**config.mk**
```make
export PLATFORM = sky130hd
export DESIGN_NAME = mf2d_sort
export DESIGN_NICKNAME = d
export VERILOG_FILES = /design/src/rtl/mf2d_pkg.sv /design/src/rtl/mf2d_sort.sv
export SDC_FILE = /design/constraint.sdc
export NUM_CORES = 1
export LEC_CHECK = 0
export ABC_CLOCK_PERIOD_IN_PS = 3700
export BUFFER_PORTS_ARGS = -buffer_cell sky130_fd_sc_hd__clkbuf_2
export CORE_UTILIZATION = 57
export CTS_CLUSTER_SIZE = 16
export DETAILED_ROUTE_END_ITERATION = 10
export GPL_TIMING_DRIVEN = 0
export HOLD_SLACK_MARGIN = 0.06
export PLACE_DENSITY = 0.78
export SLEW_MARGIN = 40
export SYNTH_ARGS = -nofsm -noshare
export SYNTH_HDL_FRONTEND = slang
export SYNTH_SLANG_ARGS = --single-unit
```
**constraint.sdc**
```tcl
create_clock -name clk_i -period 3.7 [get_ports clk_i]
set_input_delay 0.37 -clock clk_i [delete_from_list [all_inputs] [get_ports clk_i]]
set_output_delay 0.37 -clock clk_i [all_outputs]
set_load 0.1 [all_outputs]
```
**src/rtl/mf2d_pkg.sv**
```systemverilog
`timescale 1ns / 1ps

package mf2d_pkg;

  // Default build options
  localparam int WindowDef    = 3;
  localparam int MaxWidthDef  = 1024;
  localparam int PixelBitsDef = 8;

  // Configuration registers
  localparam int CfgIdxBits  = 2;
  localparam int CfgDataBits = 13;
  localparam int WidthBits   = 11;
  localparam int HeightBits  = 13;
  localparam int MaxHeight   = 4096;

  localparam logic [CfgIdxBits-1:0] IdxFrameWidth  = CfgIdxBits'(0);
  localparam logic [CfgIdxBits-1:0] IdxFrameHeight = CfgIdxBits'(1);

  localparam logic [WidthBits-1:0]  FrameWidthRst  = WidthBits'(640);
  localparam logic [HeightBits-1:0] FrameHeightRst = HeightBits'(480);

  // Per-word control carried down the filter pipeline
  typedef struct packed {
    logic vld;    // word produces an output pixel
    logic inner;  // full window inside the frame: take the median
    logic eof;    // last output pixel of the frame
  } ctl_t;

endpackage

```
**src/rtl/mf2d_sort.sv**
```systemverilog
`timescale 1ns / 1ps

module mf2d_sort import mf2d_pkg::*; #(
  parameter int WINDOW     = WindowDef,
  parameter int PIXEL_BITS = PixelBitsDef
) (
  input  logic                                        clk_i,
  input  logic                                        rst_ni,
  input  logic                                        en_i,
  input  logic [WINDOW*WINDOW-1:0][PIXEL_BITS-1:0]    win_i,
  input  logic [PIXEL_BITS-1:0]                       ctr_i,
  input  ctl_t                                        ctl_i,
  output logic [PIXEL_BITS-1:0]                       med_o,
  output logic [PIXEL_BITS-1:0]                       ctr_o,
  output ctl_t                                        ctl_o
);

  localparam int N    = WINDOW * WINDOW;
  localparam int NStg = (N + 1) / 2;

  typedef logic [N-1:0][PIXEL_BITS-1:0] vec_t;

  // one even and one odd pass of an odd-even transposition network
  function automatic vec_t two_pass(input vec_t v);
    vec_t                  r;
    logic [PIXEL_BITS-1:0] t;
    r = v;
    for (int i = 0; i + 1 < N; i += 2) begin
      if (r[i] > r[i+1]) begin
        t      = r[i];
        r[i]   = r[i+1];
        r[i+1] = t;
      end
    end
    for (int i = 1; i + 1 < N; i += 2) begin
      if (r[i] > r[i+1]) begin
        t      = r[i];
        r[i]   = r[i+1];
        r[i+1] = t;
      end
    end
    return r;
  endfunction

  vec_t                  stg_q [NStg];
  vec_t                  nxt   [NStg];
  logic [PIXEL_BITS-1:0] ctr_q [NStg];
  ctl_t                  ctl_q [NStg];

  always_comb begin
    nxt[0] = two_pass(win_i);
    for (int k = 1; k < NStg; k++) begin
      nxt[k] = two_pass(stg_q[k-1]);
    end
  end

  always_ff @(posedge clk_i) begin
    if (en_i) begin
      for (int k = 0; k < NStg; k++) begin
        stg_q[k] <= nxt[k];
      end
      ctr_q[0] <= ctr_i;
      for (int k = 1; k < NStg; k++) begin
        ctr_q[k] <= ctr_q[k-1];
      end
    end
  end

  always_ff @(posedge clk_i or negedge rst_ni) begin
    if (!rst_ni) begin
      for (int k = 0; k < NStg; k++) begin
        ctl_q[k] <= '0;
      end
    end else if (en_i) begin
      ctl_q[0] <= ctl_i;
      for (int k = 1; k < NStg; k++) begin
        ctl_q[k] <= ctl_q[k-1];
      end
    end
  end

  assign med_o = stg_q[NStg-1][N/2];
  assign ctr_o = ctr_q[NStg-1];
  assign ctl_o = ctl_q[NStg-1];

endmodule

```
==> flow_metrics.tcl <==
set metrics [dict create \
    start_util 0.578 \
    top_usage_layer "met2" \
    diodes 0 \
    synthSimpleGateAreaFrac 0.0501 \
    first_iter_violations 657 \
    synth_top_area_frac 0.398 \
    syn-num-nets 2159 \
    arrival_ns 3.87 \
    synthMuxAreaShare 0.239 \
    min_period_ns 3.64 \
    clock_skew_ns 0.0374 \
    portBuffers 104 \
    fill_cells 2639 \
    synth_seq_area_share 0.416 \
    grtUsageMet1 0.257 \
    antenna_found_initial 0 \
    vias_per_cell 5.59 \
    path_buf_inv 3 \
    crit_chain "ha_1, a211oi_1, o21bai_1, o22ai_4, buf_6, buf_4, mux2_4, ha_1, nor2b_1, o21ai_1, nand2b_1, a211oi_2, nor2_2, buf_6, mux2_2" \
    use_met3 0.0287 \
    clk_latency_ns 0.53 \
    ys.flop_type "edfxtp_1" \
    hold_violations 0 \
    vias 14500 \
    fin_cells 2587 \
    worstSetupEndpointType "flip-flop" \
    grt.total_usage 0.218 \
    worstHoldPathCells 2 \
    drv_slew 0 \
    synth_most_common_cell "mux2i_1" \
    postRouteAntennaNets 0 \
    h-tree-depth 2 \
    grt_pass1_vias 14600 \
    cts_tree "built" \
    final-seq-area_sq_mm 0.00902 \
    clk_pin_slew_worst_paths_ns 0.06 \
    cts-root-buf "clkbuf_16" \
    rsz0062_at_grt "yes" \
    avgSynthCellArea_sq_um 12.1 \
    synthTopCellsByArea "edfxtp_1, ha_1, mux2i_1" \
    multi_input_area_sq_mm 0.0118 \
    nets 2409 \
    core-area_sq_mm 0.0376 \
    status "complete, no violations" \
    drc_errors 0 \
    syn_area_sq_mm 0.0217 \
    syn_to_final_growth_pct 17.6 \
    met2_usage 0.402 \
    cp_max_fo 6 \
    numCtsBuffers 34 \
    io-pin-count 105 \
    finalCritPeriodShare 0.983 \
    finalSetupViolCount 0 \
    synthCells 1801 \
    synth_warnings 0 \
    synth_top_family_by_area "multiplexers" \
    synth-adder-area-share 0.157 \
    drive_above_1_share 0.284 \
    synth_compound_area_frac 0.0729 \
    clkSinkCount 303 \
    worst_hold_path_type "in -> reg" \
    worstMarginPinSlew_ns 0.578 \
    drt_wl_total_mm 43.4 \
    die_h_um 197 \
    reg2regPathDepth 15 \
    synthArstFlopShare 0.0495 \
    synth_edf_count 288 \
    r2r-start "stg_q[0][93]$_DFFE_PP_" \
    hold_end "ctl_q[14]$_DFFE_PN0P_" \
    worst_path_max_delay_cell "edfxtp_1" \
    die_area_sq_mm 0.0389 \
    cap_violations 0 \
    regToRegSetupSlack_ns 0.06 \
    dp_hpwl_mm 32.7 \
    hp-start "ctl_i[2]" \
    synthDistinctLibCells 41 \
    cp.required_ns 3.94 \
    num_rows 71 \
    grt_first_pass_wirelength_mm 69.0 \
    yosys.area.top_type "edfxtp_1" \
    fmax_mhz 275 \
    utilization 0.680 \
    synth_common_cells "mux2i_1, edfxtp_1, inv_1, ha_1, mux2_2" \
    wl_per_cell_um 16.8 \
    slew_headroom 0.615 \
    worstReg2RegEnd "stg_q[0][158]$_DFFE_PP_" \
    place_congestion 0.839 \
    place_inst 2419 \
    synth_xor_area_frac 0 \
    crit_family "compound AO/OA/AOI/OAI gates" \
    clockBufferDepth 3 \
    start_kind "flip-flop" \
    max_stage_delay_ns 0.43 \
    critPathKind "reg -> reg" \
    overflow 0 \
    dr.pass1.iters 5 \
    ys_ff_latch 303 \
    dieWidth_um 197 \
    grt_max_degree 76 \
    holdWs_ns 0.0763 \
]
==> how the worst max path moves through the flow <==
stage / from / endpoint / slack (ns) / cells past startpoint
final: stg_q[0][93]$_DFFE_PP_ / stg_q[0][158]$_DFFE_PP_ / 0.06 / 15
after global routing: stg_q[0][25]$_DFFE_PP_ / stg_q[0][104]$_DFFE_PP_ / -0.06 / 17
after CTS: stg_q[0][57]$_DFFE_PP_ / stg_q[0][141]$_DFFE_PP_ / 0.001 / 15
after detailed placement: win_i[55] / stg_q[0][69]$_DFFE_PP_ / -0.50 / 14
after global placement: en_i / ctl_q[13]$_DFFE_PN0P_ / -2.79 / 4
after floorplan: win_i[63] / stg_q[0][63]$_DFFE_PP_ / 0.05 / 14
==> routing by layer <==
metal	share of wire	vias to the layer above	wire length [um]
met1	0.42	6987	18200
met5	0	-	0
met2	0.52	251	22500
met3	0.030	101	1280
li1	-	7130	-
met4	0.032	0	1380
==> layout make-up <==
cell class	instances	area share
Multi-Input combinational cell	1174	0.460
Sequential cell	303	0.353
Timing Repair Buffer	214	0.0589
Inverter	274	0.0403
Clock buffer	43	0.0379
Tap cell	511	0.0250
Buffer	50	0.0175
Clock inverter	18	0.00695
==> through the flow <==
step / TNS (ns) / instance area, sq um / worst slack, ns
final: 0 / 25500 / 0.0635
after global routing: -1.41 / 25500 / -0.0634
after CTS: 0 / 24600 / 0.00106
after detailed placement: -41.23 / 23000 / -0.505
after global placement: -645.05 / 22900 / -2.79
after floorplan: 0 / 21700 / 0.0498
==> state kept, by name, summed over array words and instances (netlist names) <==
register / cells
stg_q: 248
ctl_q: 12
ctr_q: 40
ctl_o: 3
==> cells in the final DEF (no fill, tap or decap), types with 12 or more instances in the layout <==
master / instances
buf_4: 112
mux2_2: 138
inv_1: 273
nor2b_1: 29
a21oi_1: 59
dfrtp_1: 15
o21ai_0: 55
o21ai_1: 14
a211oi_2: 16
nand4_1: 59
clkbuf_16: 38
a211oi_1: 14
ha_1: 267
mux2i_1: 280
clkbuf_2: 103
buf_6: 16
nor2_1: 20
mux2i_2: 27
nand2_1: 39
edfxtp_1: 288
mux2_4: 32
nand2b_1: 12
==> kinds of logic (layout without fill, tap and decap cells) <==
logic type      count (synthesis)  after routing
compound gates                224            224
fa+ha+maj                     272            272
buf+inv                       324            599
flops                         303            303
mux                           486            486
simple gates                  192            192
==> timing repair <==
action,in CTS,in global routing
cloned,0,6
hold buffers,9,0
setup buffers,24,68
endpoints found under the setup margin,122,189
gates resized for setup,47,88
pin swaps,15,31
hold endpoints to repair,23,0
Power is not shown: default switching activity piles up to over one toggle a cycle in this logic, so the estimate is an artifact.
